===== config.mk =====
export PLATFORM = sky130hd
export DESIGN_NAME = sbus_frame_decoder_unit_flat
export DESIGN_NICKNAME = d
export VERILOG_FILES = /design/src/rtl/core/sbusd_pkg.sv /design/src/rtl/core/sbusd_in_if.sv /design/src/rtl/core/sbusd_out_if.sv /design/src/rtl/core/sbusd_unpack.sv /design/src/rtl/core/sbusd_core.sv /design/src/rtl/core/sbus_frame_decoder_unit.sv /design/src/flat_wrapper.sv
export SDC_FILE = /design/constraint.sdc
export NUM_CORES = 1
export LEC_CHECK = 0
export ABC_AREA = 1
export BUFFER_PORTS_ARGS = -buffer_cell sky130_fd_sc_hd__buf_2
export CAP_MARGIN = 5
export CORE_MARGIN = 2
export CORE_UTILIZATION = 38
export DETAILED_ROUTE_END_ITERATION = 7
export GPL_TIMING_DRIVEN = 1
export PLACE_DENSITY = 0.67
export SETUP_SLACK_MARGIN = 0.5
export SYNTH_ARGS = -nofsm -noshare
export SYNTH_HDL_FRONTEND = slang
export SYNTH_SLANG_ARGS = --single-unit

===== constraint.sdc =====
create_clock -name clk -period 14 [get_ports clk]
set_input_delay 2.8 -clock clk [delete_from_list [all_inputs] [get_ports clk]]
set_output_delay 2.8 -clock clk [all_outputs]
set_load 0.01 [all_outputs]

===== src/rtl/core/sbusd_pkg.sv =====
// Shared constants, codes and types of the SBUS frame decoder.
// No dependencies; every other file of the block but sbusd_in_if imports this package.
package sbusd_pkg;

  // Frame geometry
  localparam int NUM_CHANNELS = 7;
  localparam int OUT_CHANS    = 7;
  localparam int CHAN_W       = 11;
  localparam int FRAME_LEN    = 24;
  localparam int FLAG_IDX     = 22;
  // The end byte is checked as it arrives, so only the bytes before it are stored.
  localparam int STORE_LEN    = FRAME_LEN - 1;
  localparam int IDX_W        = $clog2(FRAME_LEN);
  localparam int ELAPSED_W    = 17;
  localparam int TIMEOUT_W    = 16;
  localparam int FAIL_W       = 32;
  localparam int STATUS_W     = 3;

  // Byte values and flag masks
  localparam logic [7:0] HDR_BYTE      = 8'h0F;
  localparam logic [7:0] END_BYTE      = 8'h00;
  localparam logic [7:0] FLAG_FAILSAFE = 8'h08;
  localparam logic [7:0] FLAG_LOST     = 8'h04;

  localparam logic [TIMEOUT_W-1:0] TIMEOUT_RESET = 16'd4000;

  // Word kinds
  localparam logic CMD_BYTE = 1'b0;
  localparam logic CMD_TICK = 1'b1;

  // Status codes
  localparam logic [STATUS_W-1:0] STATUS_VALID    = 3'd0;
  localparam logic [STATUS_W-1:0] STATUS_FAILSAFE = 3'd1;
  localparam logic [STATUS_W-1:0] STATUS_LOST     = 3'd2;
  localparam logic [STATUS_W-1:0] STATUS_BAD_END  = 3'd3;
  localparam logic [STATUS_W-1:0] STATUS_TIMEOUT  = 3'd4;

  // Parser states
  localparam logic ST_SCAN    = 1'b0;
  localparam logic ST_COLLECT = 1'b1;

  typedef logic [CHAN_W-1:0] chan_t;
  typedef logic [STORE_LEN-1:0][7:0] store_t;

  typedef struct packed {
    logic [STATUS_W-1:0]          status;
    chan_t [OUT_CHANS-1:0]        chan;
    logic [FAIL_W-1:0]            fail_total;
  } sbusd_result_t;

endpackage


===== src/rtl/core/sbusd_in_if.sv =====
// Input word channel of the SBUS frame decoder: received bytes and ticks.
// Depends on no other file; it uses nothing from sbusd_pkg.
interface sbusd_in_if;
  logic       valid;
  logic       ready;
  logic       cmd;
  logic [7:0] data_byte;

  modport source (output valid, output cmd, output data_byte, input ready);
  modport sink   (input valid, input cmd, input data_byte, output ready);
endinterface


===== src/rtl/core/sbusd_out_if.sv =====
// Result channel of the SBUS frame decoder: status, held channels, fail count.
// Depends on sbusd_pkg.
interface sbusd_out_if;
  import sbusd_pkg::*;

  logic                valid;
  logic                ready;
  logic [STATUS_W-1:0] status;
  chan_t               chan0;
  chan_t               chan1;
  chan_t               chan2;
  chan_t               chan3;
  chan_t               chan4;
  chan_t               chan5;
  chan_t               chan6;
  logic [FAIL_W-1:0]   fail_total;

  modport source (output valid, output status, output chan0, output chan1, output chan2,
                  output chan3, output chan4, output chan5, output chan6,
                  output fail_total, input ready);
  modport sink   (input valid, input status, input chan0, input chan1, input chan2,
                  input chan3, input chan4, input chan5, input chan6,
                  input fail_total, output ready);
endinterface


===== src/rtl/core/sbusd_unpack.sv =====
// Channel unpacker: slices the stored frame bytes into 11-bit channels.
// Depends on sbusd_pkg.
module sbusd_unpack (
  input  sbusd_pkg::store_t                        store,
  output sbusd_pkg::chan_t [sbusd_pkg::NUM_CHANNELS-1:0] chans
);
  import sbusd_pkg::*;

  logic [STORE_LEN*8-1:0] frame_bits;

  // Byte 0 sits in the low bits, so channels are little-endian bit fields.
  assign frame_bits = store;

  for (genvar c = 0; c < NUM_CHANNELS; c++) begin : g_chan
    assign chans[c] = frame_bits[c*CHAN_W +: CHAN_W];
  end

endmodule


===== src/rtl/core/sbusd_core.sv =====
// Frame parser: header scan, byte collection, timeout, status and held channels.
// Depends on sbusd_pkg and sbusd_unpack.
module sbusd_core (
  input  logic                             clk,
  input  logic                             rst_n,
  input  logic                             cfg_we,
  input  logic [sbusd_pkg::TIMEOUT_W-1:0]  cfg_wdata,
  input  logic                             step,
  input  logic                             cmd,
  input  logic [7:0]                       data_byte,
  output logic                             res_valid,
  output sbusd_pkg::sbusd_result_t         res
);
  import sbusd_pkg::*;

  logic                   state_r, state_nxt;
  logic [IDX_W-1:0]       idx_r, idx_nxt;
  logic [ELAPSED_W-1:0]   elapsed_r, elapsed_nxt;
  logic [ELAPSED_W-1:0]   elapsed_inc;
  logic [TIMEOUT_W-1:0]   timeout_r;
  logic [FAIL_W-1:0]      fail_r, fail_nxt;
  store_t                 store_r;
  chan_t [NUM_CHANNELS-1:0] held_r;
  chan_t [NUM_CHANNELS-1:0] unpacked;
  logic                   store_we;
  logic                   count_fail;
  logic                   update_held;
  logic [STATUS_W-1:0]    status;

  sbusd_unpack u_unpack (
    .store (store_r),
    .chans (unpacked)
  );

  assign elapsed_inc = (elapsed_r != '1) ? elapsed_r + 1'b1 : elapsed_r;

  // Next-state logic for one word.
  always_comb begin
    state_nxt   = state_r;
    idx_nxt     = idx_r;
    elapsed_nxt = elapsed_r;
    res_valid   = 1'b0;
    status      = STATUS_VALID;
    store_we    = 1'b0;
    count_fail  = 1'b0;
    update_held = 1'b0;
    unique case (state_r)
      ST_SCAN: begin
        if (step && cmd == CMD_BYTE && data_byte == HDR_BYTE) begin
          state_nxt   = ST_COLLECT;
          idx_nxt     = '0;
          elapsed_nxt = '0;
        end
      end
      ST_COLLECT: begin
        if (step && cmd == CMD_TICK) begin
          elapsed_nxt = elapsed_inc;
          if (elapsed_inc > {1'b0, timeout_r}) begin
            state_nxt  = ST_SCAN;
            idx_nxt    = '0;
            res_valid  = 1'b1;
            status     = STATUS_TIMEOUT;
            count_fail = 1'b1;
          end
        end else if (step) begin
          if (idx_r == IDX_W'(FRAME_LEN - 1)) begin
            // Last byte: judge the frame while the end byte is on the input.
            state_nxt = ST_SCAN;
            idx_nxt   = '0;
            res_valid = 1'b1;
            priority if (data_byte != END_BYTE) begin
              status     = STATUS_BAD_END;
              count_fail = 1'b1;
            end else if ((store_r[FLAG_IDX] & FLAG_FAILSAFE) != '0) begin
              status = STATUS_FAILSAFE;
            end else if ((store_r[FLAG_IDX] & FLAG_LOST) != '0) begin
              status = STATUS_LOST;
            end else begin
              status      = STATUS_VALID;
              update_held = 1'b1;
            end
          end else begin
            store_we = 1'b1;
            idx_nxt  = idx_r + 1'b1;
          end
        end
      end
      default: begin
        state_nxt = ST_SCAN;
      end
    endcase
  end

  // Saturating failure counter.
  assign fail_nxt = (count_fail && fail_r != '1) ? fail_r + 1'b1 : fail_r;

  // Control and counter registers.
  always_ff @(posedge clk) begin
    if (!rst_n) begin
      state_r   <= ST_SCAN;
      idx_r     <= '0;
      elapsed_r <= '0;
      timeout_r <= TIMEOUT_RESET;
      fail_r    <= '0;
      held_r    <= '0;
    end else begin
      state_r   <= state_nxt;
      idx_r     <= idx_nxt;
      elapsed_r <= elapsed_nxt;
      fail_r    <= fail_nxt;
      if (cfg_we) begin
        timeout_r <= cfg_wdata;
      end
      if (update_held) begin
        held_r <= unpacked;
      end
    end
  end

  // Frame byte store; every byte is written before it is read.
  always_ff @(posedge clk) begin
    if (store_we) begin
      store_r[idx_r] <= data_byte;
    end
  end

  // Result word: held channels as they stand after this frame.
  assign res.status     = status;
  assign res.fail_total = fail_nxt;
  for (genvar j = 0; j < OUT_CHANS; j++) begin : g_out
    if (j < NUM_CHANNELS) begin : g_used
      assign res.chan[j] = update_held ? unpacked[j] : held_r[j];
    end else begin : g_zero
      assign res.chan[j] = '0;
    end
  end

endmodule


===== src/rtl/core/sbus_frame_decoder_unit.sv =====
// Top level of the SBUS frame decoder: input register, parser core, result register.
// Depends on sbusd_pkg, sbusd_in_if, sbusd_out_if and sbusd_core.
//
// Usage:
//   in_bus carries words: cmd 0 is a received serial byte, cmd 1 a 1 ms tick.
//   out_bus carries one result per finished or abandoned frame: a status,
//   the seven held channels and a saturating count of failed frames.
//   cfg_we/cfg_wdata write the timeout in ticks (reset 4000); write it only
//   while the decoder is idle.
// Timing:
//   A word accepted into the input register is parsed once the result
//   register is free or draining, and its result, if any, is loaded into the
//   output register that drives out_bus.valid. One word is taken every cycle
//   while no result waits on out_bus.ready; the single parse pass from input
//   register to output register sets that rate.
// Reset (rst_n, synchronous, active low):
//   The decoder scans for a header, channels and fail count are zero and
//   both registers are empty.
// Stalls:
//   While a result waits on out_bus.ready, words that cause no result still
//   wait in the input register; in_bus.ready drops once that register is
//   full and cannot drain.
module sbus_frame_decoder_unit (
  input  logic                             clk,
  input  logic                             rst_n,
  sbusd_in_if.sink                         in_bus,
  sbusd_out_if.source                      out_bus,
  input  logic                             cfg_we,
  input  logic [sbusd_pkg::TIMEOUT_W-1:0]  cfg_wdata
);
  import sbusd_pkg::*;

  logic          in_valid_r, in_valid_nxt;
  logic          in_cmd_r;
  logic [7:0]    in_byte_r;
  logic          out_valid_r, out_valid_nxt;
  sbusd_result_t out_r;
  logic          consume;
  logic          res_valid;
  sbusd_result_t res;

  // A held word is parsed when the result register is free or draining.
  assign consume      = in_valid_r && (!out_valid_r || out_bus.ready);
  assign in_bus.ready = !in_valid_r || consume;

  always_comb begin
    in_valid_nxt = in_valid_r;
    if (in_bus.valid && in_bus.ready) begin
      in_valid_nxt = 1'b1;
    end else if (consume) begin
      in_valid_nxt = 1'b0;
    end
  end

  always_comb begin
    out_valid_nxt = out_valid_r;
    if (consume) begin
      out_valid_nxt = res_valid;
    end else if (out_bus.ready) begin
      out_valid_nxt = 1'b0;
    end
  end

  // Input register.
  always_ff @(posedge clk) begin
    if (!rst_n) begin
      in_valid_r <= 1'b0;
    end else begin
      in_valid_r <= in_valid_nxt;
    end
  end

  always_ff @(posedge clk) begin
    if (in_bus.valid && in_bus.ready) begin
      in_cmd_r  <= in_bus.cmd;
      in_byte_r <= in_bus.data_byte;
    end
  end

  sbusd_core u_core (
    .clk       (clk),
    .rst_n     (rst_n),
    .cfg_we    (cfg_we),
    .cfg_wdata (cfg_wdata),
    .step      (consume),
    .cmd       (in_cmd_r),
    .data_byte (in_byte_r),
    .res_valid (res_valid),
    .res       (res)
  );

  // Result register.
  always_ff @(posedge clk) begin
    if (!rst_n) begin
      out_valid_r <= 1'b0;
    end else begin
      out_valid_r <= out_valid_nxt;
    end
  end

  always_ff @(posedge clk) begin
    if (consume && res_valid) begin
      out_r <= res;
    end
  end

  assign out_bus.valid      = out_valid_r;
  assign out_bus.status     = out_r.status;
  assign out_bus.chan0      = out_r.chan[0];
  assign out_bus.chan1      = out_r.chan[1];
  assign out_bus.chan2      = out_r.chan[2];
  assign out_bus.chan3      = out_r.chan[3];
  assign out_bus.chan4      = out_r.chan[4];
  assign out_bus.chan5      = out_r.chan[5];
  assign out_bus.chan6      = out_r.chan[6];
  assign out_bus.fail_total = out_r.fail_total;

  // The input side only backs up behind a pending result.
  a_ready_low_needs_result: assert property (@(posedge clk) disable iff (!rst_n)
    !in_bus.ready |-> out_valid_r)
    else $error("input stalled with no result pending");

  // A parsed word that yields a result always reaches the output register.
  a_result_loaded: assert property (@(posedge clk) disable iff (!rst_n)
    (consume && res_valid) |=> out_valid_r)
    else $error("result of a parsed word was dropped");

  // Only defined status codes are ever presented.
  a_status_code: assert property (@(posedge clk) disable iff (!rst_n)
    out_valid_r |-> (out_r.status <= STATUS_TIMEOUT))
    else $error("undefined status code on the output");

endmodule

===== src/flat_wrapper.sv =====
// flat-port wrapper written by rule: the top's interface ports become plain ports
module sbus_frame_decoder_unit_flat import sbusd_pkg::*;
  (clk, rst_n, cfg_we, cfg_wdata, in_bus_valid, in_bus_cmd, in_bus_data_byte, in_bus_ready, out_bus_valid, out_bus_status, out_bus_chan0, out_bus_chan1, out_bus_chan2, out_bus_chan3, out_bus_chan4, out_bus_chan5, out_bus_chan6, out_bus_fail_total, out_bus_ready);
  sbusd_in_if in_bus_i ();
  sbusd_out_if out_bus_i ();
  input  logic clk;
  input  logic rst_n;
  input  logic cfg_we;
  input  logic [sbusd_pkg::TIMEOUT_W-1:0] cfg_wdata;
  input wire logic [$bits(in_bus_i.valid)-1:0] in_bus_valid;
  input wire logic [$bits(in_bus_i.cmd)-1:0] in_bus_cmd;
  input wire logic [$bits(in_bus_i.data_byte)-1:0] in_bus_data_byte;
  output wire logic [$bits(in_bus_i.ready)-1:0] in_bus_ready;
  output wire logic [$bits(out_bus_i.valid)-1:0] out_bus_valid;
  output wire logic [$bits(out_bus_i.status)-1:0] out_bus_status;
  output wire logic [$bits(out_bus_i.chan0)-1:0] out_bus_chan0;
  output wire logic [$bits(out_bus_i.chan1)-1:0] out_bus_chan1;
  output wire logic [$bits(out_bus_i.chan2)-1:0] out_bus_chan2;
  output wire logic [$bits(out_bus_i.chan3)-1:0] out_bus_chan3;
  output wire logic [$bits(out_bus_i.chan4)-1:0] out_bus_chan4;
  output wire logic [$bits(out_bus_i.chan5)-1:0] out_bus_chan5;
  output wire logic [$bits(out_bus_i.chan6)-1:0] out_bus_chan6;
  output wire logic [$bits(out_bus_i.fail_total)-1:0] out_bus_fail_total;
  input wire logic [$bits(out_bus_i.ready)-1:0] out_bus_ready;
  assign in_bus_i.valid = in_bus_valid;
  assign in_bus_i.cmd = in_bus_cmd;
  assign in_bus_i.data_byte = in_bus_data_byte;
  assign in_bus_ready = in_bus_i.ready;
  assign out_bus_valid = out_bus_i.valid;
  assign out_bus_status = out_bus_i.status;
  assign out_bus_chan0 = out_bus_i.chan0;
  assign out_bus_chan1 = out_bus_i.chan1;
  assign out_bus_chan2 = out_bus_i.chan2;
  assign out_bus_chan3 = out_bus_i.chan3;
  assign out_bus_chan4 = out_bus_i.chan4;
  assign out_bus_chan5 = out_bus_i.chan5;
  assign out_bus_chan6 = out_bus_i.chan6;
  assign out_bus_fail_total = out_bus_i.fail_total;
  assign out_bus_i.ready = out_bus_ready;
  sbus_frame_decoder_unit u_core (.clk(clk), .rst_n(rst_n), .in_bus(in_bus_i), .out_bus(out_bus_i), .cfg_we(cfg_we), .cfg_wdata(cfg_wdata));
endmodule

==> results of run 1 <==
registers in the layout (all words and copies together) (netlist names), 5 cells and up:
name,count
u_core.out_bus.chan5,11
u_core.u_core.timeout_r,16
u_core.in_byte_r,8
u_core.out_bus.chan0,11
u_core.out_bus.chan3,11
u_core.u_core.held_r,77
u_core.out_bus.fail_total,32
u_core.u_core.idx_r,5
u_core.u_core.elapsed_r,17
u_core.out_bus.chan4,11
u_core.out_bus.chan6,11
u_core.out_bus.chan1,11
u_core.u_core.fail_r,32
u_core.out_bus.chan2,11
u_core.u_core.store_r,79
cells in the mapped netlist, drive strengths merged:
cell type	n
a21o	1
nor4b	1
clkbuf	26
o211ai	1
or2	2
xor2	23
dfxtp	150
a21oi	147
o21bai	2
nor2	73
o21ai	19
nand2	447
ha	22
nor3	27
nand3	62
xnor2	19
buf	19
o21a	1
nand4	14
inv	92
mux2	1
nand3b	3
nor4	3
edfxtp	200
cells by family after synthesis:
| kind of cell | after synthesis | synth area share, % |
|---|---|---|
| AOI/OAI and AO/OA | 171 | 6.307 |
| xor gates and xnor gates | 42 | 2.672 |
| adders and majority gates | 22 | 1.999 |
| buffers and inverters | 137 | 4.362 |
| DFF | 350 | 65.44 |
| muxes | 1 | 0.08179 |
| and+or+nand+nor | 632 | 19.14 |
worst max-delay path: cells and delay by family:
family	cells	cell delay (ns)
simple gates	1	0.11
buf+inv	3	0.33
power by group through the flow:
stage	registers, mW	logic (mW)	clock network, mW
2_1_floorplan	1.11	0.0165	0
3_3_place_gp	1.12	0.0253	0
3_5_place_dp	1.12	0.0262	0
4_1_cts	1.10	0.0263	1.01
5_1_grt	1.10	0.0298	1.05
6_report	1.10	0.0259	0.986
path summary, 6_finish.rpt:
path              slack [ns]                    endpoint  depth (start not counted)
setup / recovery        7.96                in_bus_ready                          4
hold / removal          0.46  u_core.u_core.timeout_r[4]                          2
setup reg to reg        9.18     u_core.out_bus.chan6[1]                         19
hold reg to reg         0.46  u_core.u_core.timeout_r[4]                          2
layout make-up:
cell class	count	area, um^2
clock buffer	59	1069
clock inverter	9	180.2
fill	3366	19550
inverter	92	350.3
multi-input combinational	868	4158
sequential	350	9009
tap	461	576.8
timing repair buffer	150	768.2
layer usage:
metal | track usage, % | share of wire [%]
met2 | 25.97 | 47
met5 | 0 | 0
met1 | 21.48 | 47
met3 | 2.724 | 4.0
met4 | 4.501 | 2.0
stage by stage:
| stage | power, mW | utilization [%] | std cells |
|---|---|---|---|
| after detailed placement | 1.148 | 41.68 | 1921 |
| after global routing | 2.179 | 45.18 | 1989 |
| after floorplan | 1.130 | - | 1355 |
| final | 2.111 | 45.18 | 1989 |
| after CTS | 2.137 | 45.18 | 1989 |
| after global placement | 1.147 | 41.68 | 1921 |
==> flow_summary.toml, run 1 <==
[clock_tree]
cts_buffers = 37
clock-root-buffer = "clkbuf_16"
h-tree-depth = 2
cts_hold_buf = 0
cts_resized = 0
insertion_delay_ns = 0.54
cts_tree = "done"
numClockSinks = 350
clk_path_buf_depth = 3
cts_setup_buffers = 0
clkTransAtPathRegs_ns = 0.06

[synthesis]
yosysUniqueCellTypes = 34
synth_seq_cells = 350
syn_nets = 1407
synthTopCellsByArea = "edfxtp_1 (44%), dfxtp_1 (22%), nand2_1 (12%)"
avgSynthCellArea_um2 = 10.16
netlist_instances = 1355
yosys.area.top_type = "edfxtp_1"
synth_top_area_share_pct = 43.62
synth_area_mm2 = 0.01377
yosysSeqAreaShare_pct = 65.44
yosys_warnings = 0

[pwr]
ir_drop_mv = 0.08974
clkPwrFrac_pct = 46.7
comb_power_share_pct = 1.2
leakagePower_nw = 6.113
p_sw_mw = 0.4285
powerDensity_mw_per_mm2 = 131.1
switching_share_pct = 20.29
power.internal_mw = 1.683
seqPwrFrac_pct = 52.1

[final_layout]
area_delta_synth_final_pct = 17.02
design_area_mm2 = 0.01611
drive_above_1_share_pct = 15.18
antenna_cells = 0
final_cell_mix = "nand2_1 (441), edfxtp_1 (200), dfxtp_1 (150)"
nets = 1551
layout_commonest_cell = "nand2_1"

[global_route]
grt_usage_pct = 15.77
first_global_vias = 9057
grt_pass1_wl_um = 47980
overflow = 0
antenna_found_initial = 0
grt_max_degree = 79

[setup_path]
cp.arrival_ns = 3.24
required_ns = 11.20
crit_slowest_cell = "buf_2"
worstPathMaxFanout = 3
critPathLaunchType = "primary input"
critPathMaxStageDelay_ns = 0.16
path_cells = "buf_2, inv_1, nand3_1, buf_2"
path_common_cell = "buf_2"
r2r_start = "u_core.u_core.elapsed_r[0]"
critical_path.startpoint = "out_bus_ready"
path_class = "primary input to output port"
cp-end-kind = "output port"

[floorplanning]
die_w_um = 194.3
rows = 69
fp.dieArea_mm2 = 0.03777
die_y_um = 194.3
ioPinCount = 144
core-area_mm2 = 0.03566
initial_core_util_pct = 38.61

[run]
drv_cap = 0

[routing]
dr.pass1.iters = 8
antenna_left = 0
drt_iter0_markers = 645
drc_errors = 14
vias_per_cell = 4.746
wl_per_cell_um = 14.86
vias = 9439
routed_wl_um = 29550

[timing]
fin_crit_ns = 6.044
setup_tns_ns = 0
setup_ws_ns = 7.956
hold_viol = 0
worst_pin_slew_ns = 0.9234
setup-violations-final = 0
finalCritPeriodShare_pct = 43.17
final-max-slew-violation-count = 0
rsz0062_at_grt = "no"
timing.hold.ws_ns = 0.4642
max-slew-margin-rel_pct = 38.44
fin_skew_ns = 0.02170
fmax_mhz = 165.5

[placed_design]
gp_congestion = 0.8784
portBuffers = 143
post-dp-hpwl_um = 19090
pre_cts_ws_ns = 7.970
postPlaceCellArea_mm2 = 0.01486

[worst_hold_path]
hp-start = "u_core.u_core.timeout_r[4]"
hold_class = "flop to flop"

[status]
violations = "design-rule violations"
status = "finished with violations"
No activity file was read; power rests on OpenSTA's default activity.
==> run 2, diff against run 1 <==
==> constraint.sdc (replaced) <==
create_clock -name clk -period 6.06 [get_ports clk]
set_input_delay 1.212 -clock clk [delete_from_list [all_inputs] [get_ports clk]]
set_output_delay 1.212 -clock clk [all_outputs]
set_load 0.01 [all_outputs]
==> flow_summary.toml, run 2 (synthesis gave the netlist of run 1 again) <==
[final_layout]
drive_above_1_share_pct = 15.31
layout_commonest_cell = "nand2_1"
area_delta_synth_final_pct = 17.15
antenna_cells = 0
design_area_mm2 = 0.01613
largestRegisters = "u_core.u_core.store_r x79, u_core.u_core.held_r x77"
largest_reg_flops = 79
final_cell_mix = "nand2_1 (441), edfxtp_1 (200), dfxtp_1 (150)"
post-route-util_pct = 45.23
fill_cells = 3367
nets = 1551
largest-register = "u_core.u_core.store_r"

[clock_tree]
clkTransAtPathRegs_ns = 0.06
numClockSinks = 350
clock-root-buffer = "clkbuf_16"
clk_path_buf_depth = 3
cts_tree = "done"
cts_buffers = 37
h-tree-depth = 2
cts_setup_buffers = 0
cts_resized = 0
insertion_delay_ns = 0.54
cts_hold_buf = 0

[routing]
routed-wl-met3_um = 1534
drt-met1-wl_um = 13640
wl_met2_um = 13840
vias = 9473
routed_wl_um = 29460
drt_iter0_markers = 736
vias_per_cell = 4.763
wl_per_cell_um = 14.81
dr.pass1.iters = 8
drc_errors = 14
maxUsedRoutingLayer = "met4"
antenna_left = 0

[floorplanning]
rows = 69
core-area_mm2 = 0.03566
ioPinCount = 144
die_w_um = 194.3
initial_core_util_pct = 38.61
die_y_um = 194.3
fp.dieArea_mm2 = 0.03777

[pwr]
switching_share_pct = 20.01
power.internal_mw = 3.923
powerDensity_mw_per_mm2 = 304.1
leakagePower_nw = 6.148
comb_power_share_pct = 1.2
p_sw_mw = 0.9817
seqPwrFrac_pct = 51.8
ir_drop_mv = 0.2154
clkPwrFrac_pct = 47.0

[worst_hold_path]
whs_path_depth = 2
hp-start = "u_core.u_core.timeout_r[2]"
hold_class = "flop to flop"

[setup_path]
path_cells = "ha_1, inv_1, nor2_2, nand2_2, nor2_2, nand2_1, nand3_1, nor2_1, xor2_1, ha_1, nand2_1, nor2_1, nand3b_1, nand3_1, nand3_2, nand2_1, nand2_1, nand2_1, nand3_1, inv_4, buf_4"
critical_path.startpoint = "u_core.u_core.elapsed_r[0]"
crit_slowest_cell = "inv_4"
r2r_start = "u_core.u_core.elapsed_r[0]"
cp.arrival_ns = 4.52
worstPathMaxFanout = 57
critPathMaxStageDelay_ns = 0.61
r2r_cells = 21
path_common_cell = "nand2_1"
required_ns = 6.24
path_class = "flop to flop"
critPathLaunchType = "flop"
cp-end-kind = "flop"

[global_route]
antenna_found_initial = 0
grt_pass1_wl_um = 47940
grt_usage_pct = 15.78
overflow = 0
grt_max_degree = 91
first_global_vias = 9073

[placed_design]
postPlaceCellArea_mm2 = 0.01486
post-dp-hpwl_um = 19370
gp_congestion = 0.8998
portBuffers = 143

[timing]
max-slew-margin-rel_pct = 32.69
fmax_mhz = 230.6
final-max-slew-violation-count = 0
worst_pin_slew_ns = 1.010
hold_viol = 0
rsz0062_at_grt = "no"
setup_tns_ns = 0
finalCritPeriodShare_pct = 71.57
fin_crit_ns = 4.337
fin_skew_ns = 0.02662
setup-violations-final = 0

[run]
drv_cap = 0

[status]
violations = "design-rule violations"
status = "finished with violations"
run 2: worst max-delay path: cells and delay by family (launching register included):
kind | cells | cell delay, ns
flip-flops | 1 | 0.39
adder cells (fa/ha/maj) | 2 | 0.52
buffers and inverters | 3 | 1.15
XOR/XNOR | 1 | 0.15
AND/OR/NAND/NOR | 15 | 1.70
run 2: path summary, 6_finish.rpt:
check                                                   to  slack (ns)
worst max-delay path               u_core.out_bus.chan2[3]        1.72
worst min-delay path            u_core.u_core.timeout_r[2]        0.46
worst max register to register     u_core.out_bus.chan2[3]        1.72
worst min register to register  u_core.u_core.timeout_r[2]        0.46
run 2: layout make-up:
| class | count | area (um^2) | share of cell area (%) |
|---|---|---|---|
| clock buffers | 49 | 1001 | 6.206 |
| clock inverters | 19 | 265.3 | 1.645 |
| inverters | 92 | 350.3 | 2.172 |
| multi-input cells | 868 | 4158 | 25.78 |
| flip-flops and latches | 350 | 9009 | 55.86 |
| well taps | 461 | 576.8 | 3.576 |
| repair buffers | 150 | 768.2 | 4.763 |
run 2: layer usage:
layer  vias to the layer above  GRT usage (%)
met5                         -              0
li1                       4814              -
met4                         0          3.932
met2                       213          25.78
met3                        39          2.950
met1                      4407          21.77
run 2: power by group through the flow:
stage | Combinational, mW | Clock [mW] | Sequential [mW]
floorplan | 0.0382 | 0 | 2.57
global placement | 0.0596 | 0 | 2.59
detailed placement | 0.0605 | 0 | 2.59
CTS | 0.0608 | 2.36 | 2.54
global route | 0.0688 | 2.47 | 2.54
finish | 0.0596 | 2.31 | 2.54
run 2: through the flow:
step / hold slack, ns / total power [mW] / cells / setup slack (ns)
4_1_cts: 0.4686 / 4.964 / 1989 / 1.687
3_3_place_gp: 0.4593 / 2.651 / 1921 / 1.804
3_5_place_dp: 0.4575 / 2.652 / 1921 / 1.719
6_report: 0.4638 / 4.905 / 1989 / 1.723
2_1_floorplan: 0.4389 / 2.611 / 1355 / 0.9942
5_1_grt: 0.4837 / 5.083 / 1989 / 1.244
==> run 3, diff against run 2 <==
--- a/config.mk
+++ b/config.mk
@@ -12,7 +12,7 @@
 export CORE_UTILIZATION = 38
 export DETAILED_ROUTE_END_ITERATION = 7
 export GPL_TIMING_DRIVEN = 1
-export PLACE_DENSITY = 0.67
+export PLACE_DENSITY = 0.69
 export SETUP_SLACK_MARGIN = 0.5
 export SYNTH_ARGS = -nofsm -noshare
 export SYNTH_HDL_FRONTEND = slang
==> constraint.sdc (replaced) <==
create_clock -name clk -period 3.88 [get_ports clk]
set_input_delay 0.776 -clock clk [delete_from_list [all_inputs] [get_ports clk]]
set_output_delay 0.776 -clock clk [all_outputs]
set_load 0.01 [all_outputs]
==> flow_summary.toml, run 3 (synthesis gave the netlist of run 1 again) <==
[pwr]
leakagePower_nw = 6.342
p_sw_mw = 1.589
clkPwrFrac_pct = 45.2
power_mw = 7.425
power.internal_mw = 5.836
ir_drop_mv = 0.2921
powerDensity_mw_per_mm2 = 446.1
comb_power_share_pct = 1.5
seqPwrFrac_pct = 53.3
switching_share_pct = 21.40

[floorplanning]
rows = 69
die_y_um = 194.3
core-area_mm2 = 0.03566
ioPinCount = 144
fp.dieArea_mm2 = 0.03777
initial_core_util_pct = 38.61
die_w_um = 194.3

[final_layout]
post-route-util_pct = 46.68
largestRegisters = "u_core.u_core.store_r x79, u_core.u_core.held_r x77"
final_cell_mix = "nand2_1 (434), edfxtp_1 (200), a21oi_1 (146)"
layout_commonest_cell = "nand2_1"
nets = 1579
largest-register = "u_core.u_core.store_r"
multiInputGateArea_mm2 = 0.004323
antenna_cells = 0
drive_above_1_share_pct = 18.44
ff_latch_area_mm2 = 0.009020
fin_cells = 2017
area_delta_synth_final_pct = 20.89
largest_reg_flops = 79
fill_cells = 3307

[status]
violations = "design-rule violations"
status = "finished with violations"

[timing]
final-max-slew-violation-count = 0
timing.hold.ws_ns = 0.4042
finalCritPeriodShare_pct = 83.86
worst_pin_slew_ns = 0.8446
fin_crit_ns = 3.254
fmax_mhz = 307.3
fin_skew_ns = 0.02420
hold_viol = 0
setup-violations-final = 0
rsz0062_at_grt = "yes"
max-slew-margin-rel_pct = 43.70

[setup_path]
critical_path.startpoint = "u_core.u_core.elapsed_r[0]"
critPathLaunchType = "flop"
r2r_slack_ns = 0.63
worstPathMaxFanout = 8
cp-end-kind = "flop"
path_class = "flop to flop"
worstReg2RegEnd = "u_core.out_bus.chan2[6]"
cp.arrival_ns = 3.50
r2r_start = "u_core.u_core.elapsed_r[0]"
required_ns = 4.13
r2r_cells = 19
cp-endpoint = "u_core.out_bus.chan2[6]"

[global_route]
first_global_vias = 9024
grt_pass1_wl_um = 48510
grt_usage_pct = 16.10
overflow = 0
antenna_found_initial = 0
grt_max_degree = 78

[clock_tree]
clk_path_buf_depth = 3
insertion_delay_ns = 0.54
cts_buffers = 37
cts_tree = "done"
cts_hold_buf = 0
clkTransAtPathRegs_ns = 0.06
clock-root-buffer = "clkbuf_16"
h-tree-depth = 2
numClockSinks = 350

[routing]
vias_per_cell = 4.826
routed_wl_um = 31680
drc_errors = 12
vias = 9735
antenna_left = 0
drt_iter0_markers = 755
dr.pass1.iters = 8
wl_per_cell_um = 15.71

[run]
drv_cap = 0

[placed_design]
gp_congestion = 0.8766
portBuffers = 143
post-dp-hpwl_um = 19590
dpl.cell_count = 1927

[worst_hold_path]
hold_class = "primary input to flop"
hp-start = "in_bus_data_byte[0]"
## run 3: critical path: stages (launching register included)
cell	delay, ns
dfxtp_4	0.36
ha_4	0.16
inv_4	0.04
nor2_4	0.12
nand2_4	0.08
nor2_4	0.15
nand2_4	0.11
buf_4	0.16
buf_4	0.13
or2_2	0.28
nand2_1	0.08
ha_1	0.26
nor4b_2	0.17
nand3_1	0.12
nand2_2	0.07
nand2_2	0.09
nand3_4	0.09
clkinvlp_4	0.13
buf_12	0.17
clkbuf_16	0.17
## run 3: per-layer routing
| metal | vias to the layer above | wire length, um | GRT usage [%] |
|---|---|---|---|
| li1 | 4880 | - | - |
| met1 | 4576 | 14450 | 21.93 |
| met2 | 234 | 15110 | 26.49 |
| met3 | 45 | 1466 | 2.776 |
| met4 | 0 | 651 | 4.644 |
| met5 | - | 0 | 0 |
## run 3: area by class of cell
| type | count | area share [%] |
|---|---|---|
| Clock buffer | 49 | 5.894 |
| Clock inverter | 19 | 1.030 |
| Inverter | 92 | 2.127 |
| Multi-Input combinational cell | 868 | 25.97 |
| Sequential cell | 350 | 54.19 |
| Tap cell | 461 | 3.466 |
| Timing Repair Buffer | 178 | 7.315 |
## run 3: power by group through the flow
stage                     clock network, mW  registers [mW]  logic, mW
after CTS                              3.44            3.96      0.111
after detailed placement                  0            4.04      0.111
after global placement                    0            4.04      0.109
final                                  3.36            3.96      0.113
after floorplan                           0            4.02     0.0617
after global routing                   3.60            3.96      0.127
## run 3: timing repair
item                                    4_1_cts  5_1_grt
cloned                                        0       12
endpoints found under the setup margin       46      181
pin swaps                                     0        8
resized for setup                             2       42
buffers inserted                              0       10
## run 3: worst min path at each step
stage / to / slack, ns / depth (start not counted)
final: u_core.in_byte_r[0] / 0.40 / 1
after global routing: u_core.in_byte_r[1] / 0.38 / 1
after CTS: u_core.in_byte_r[0] / 0.37 / 1
after detailed placement: u_core.u_core.timeout_r[1] / 0.46 / 2
after global placement: u_core.u_core.timeout_r[2] / 0.46 / 2
after floorplan: u_core.u_core.timeout_r[12] / 0.44 / 2
## run 3: metrics by stage
step	instance area, um^2	TNS, ns	setup slack, ns
2_1_floorplan	13820	-41.16	-0.3675
3_3_place_gp	14990	0	0.3950
3_5_place_dp	14990	0	0.3187
4_1_cts	16150	0	0.4809
5_1_grt	16640	0	0.4410
6_report	16640	0	0.6261
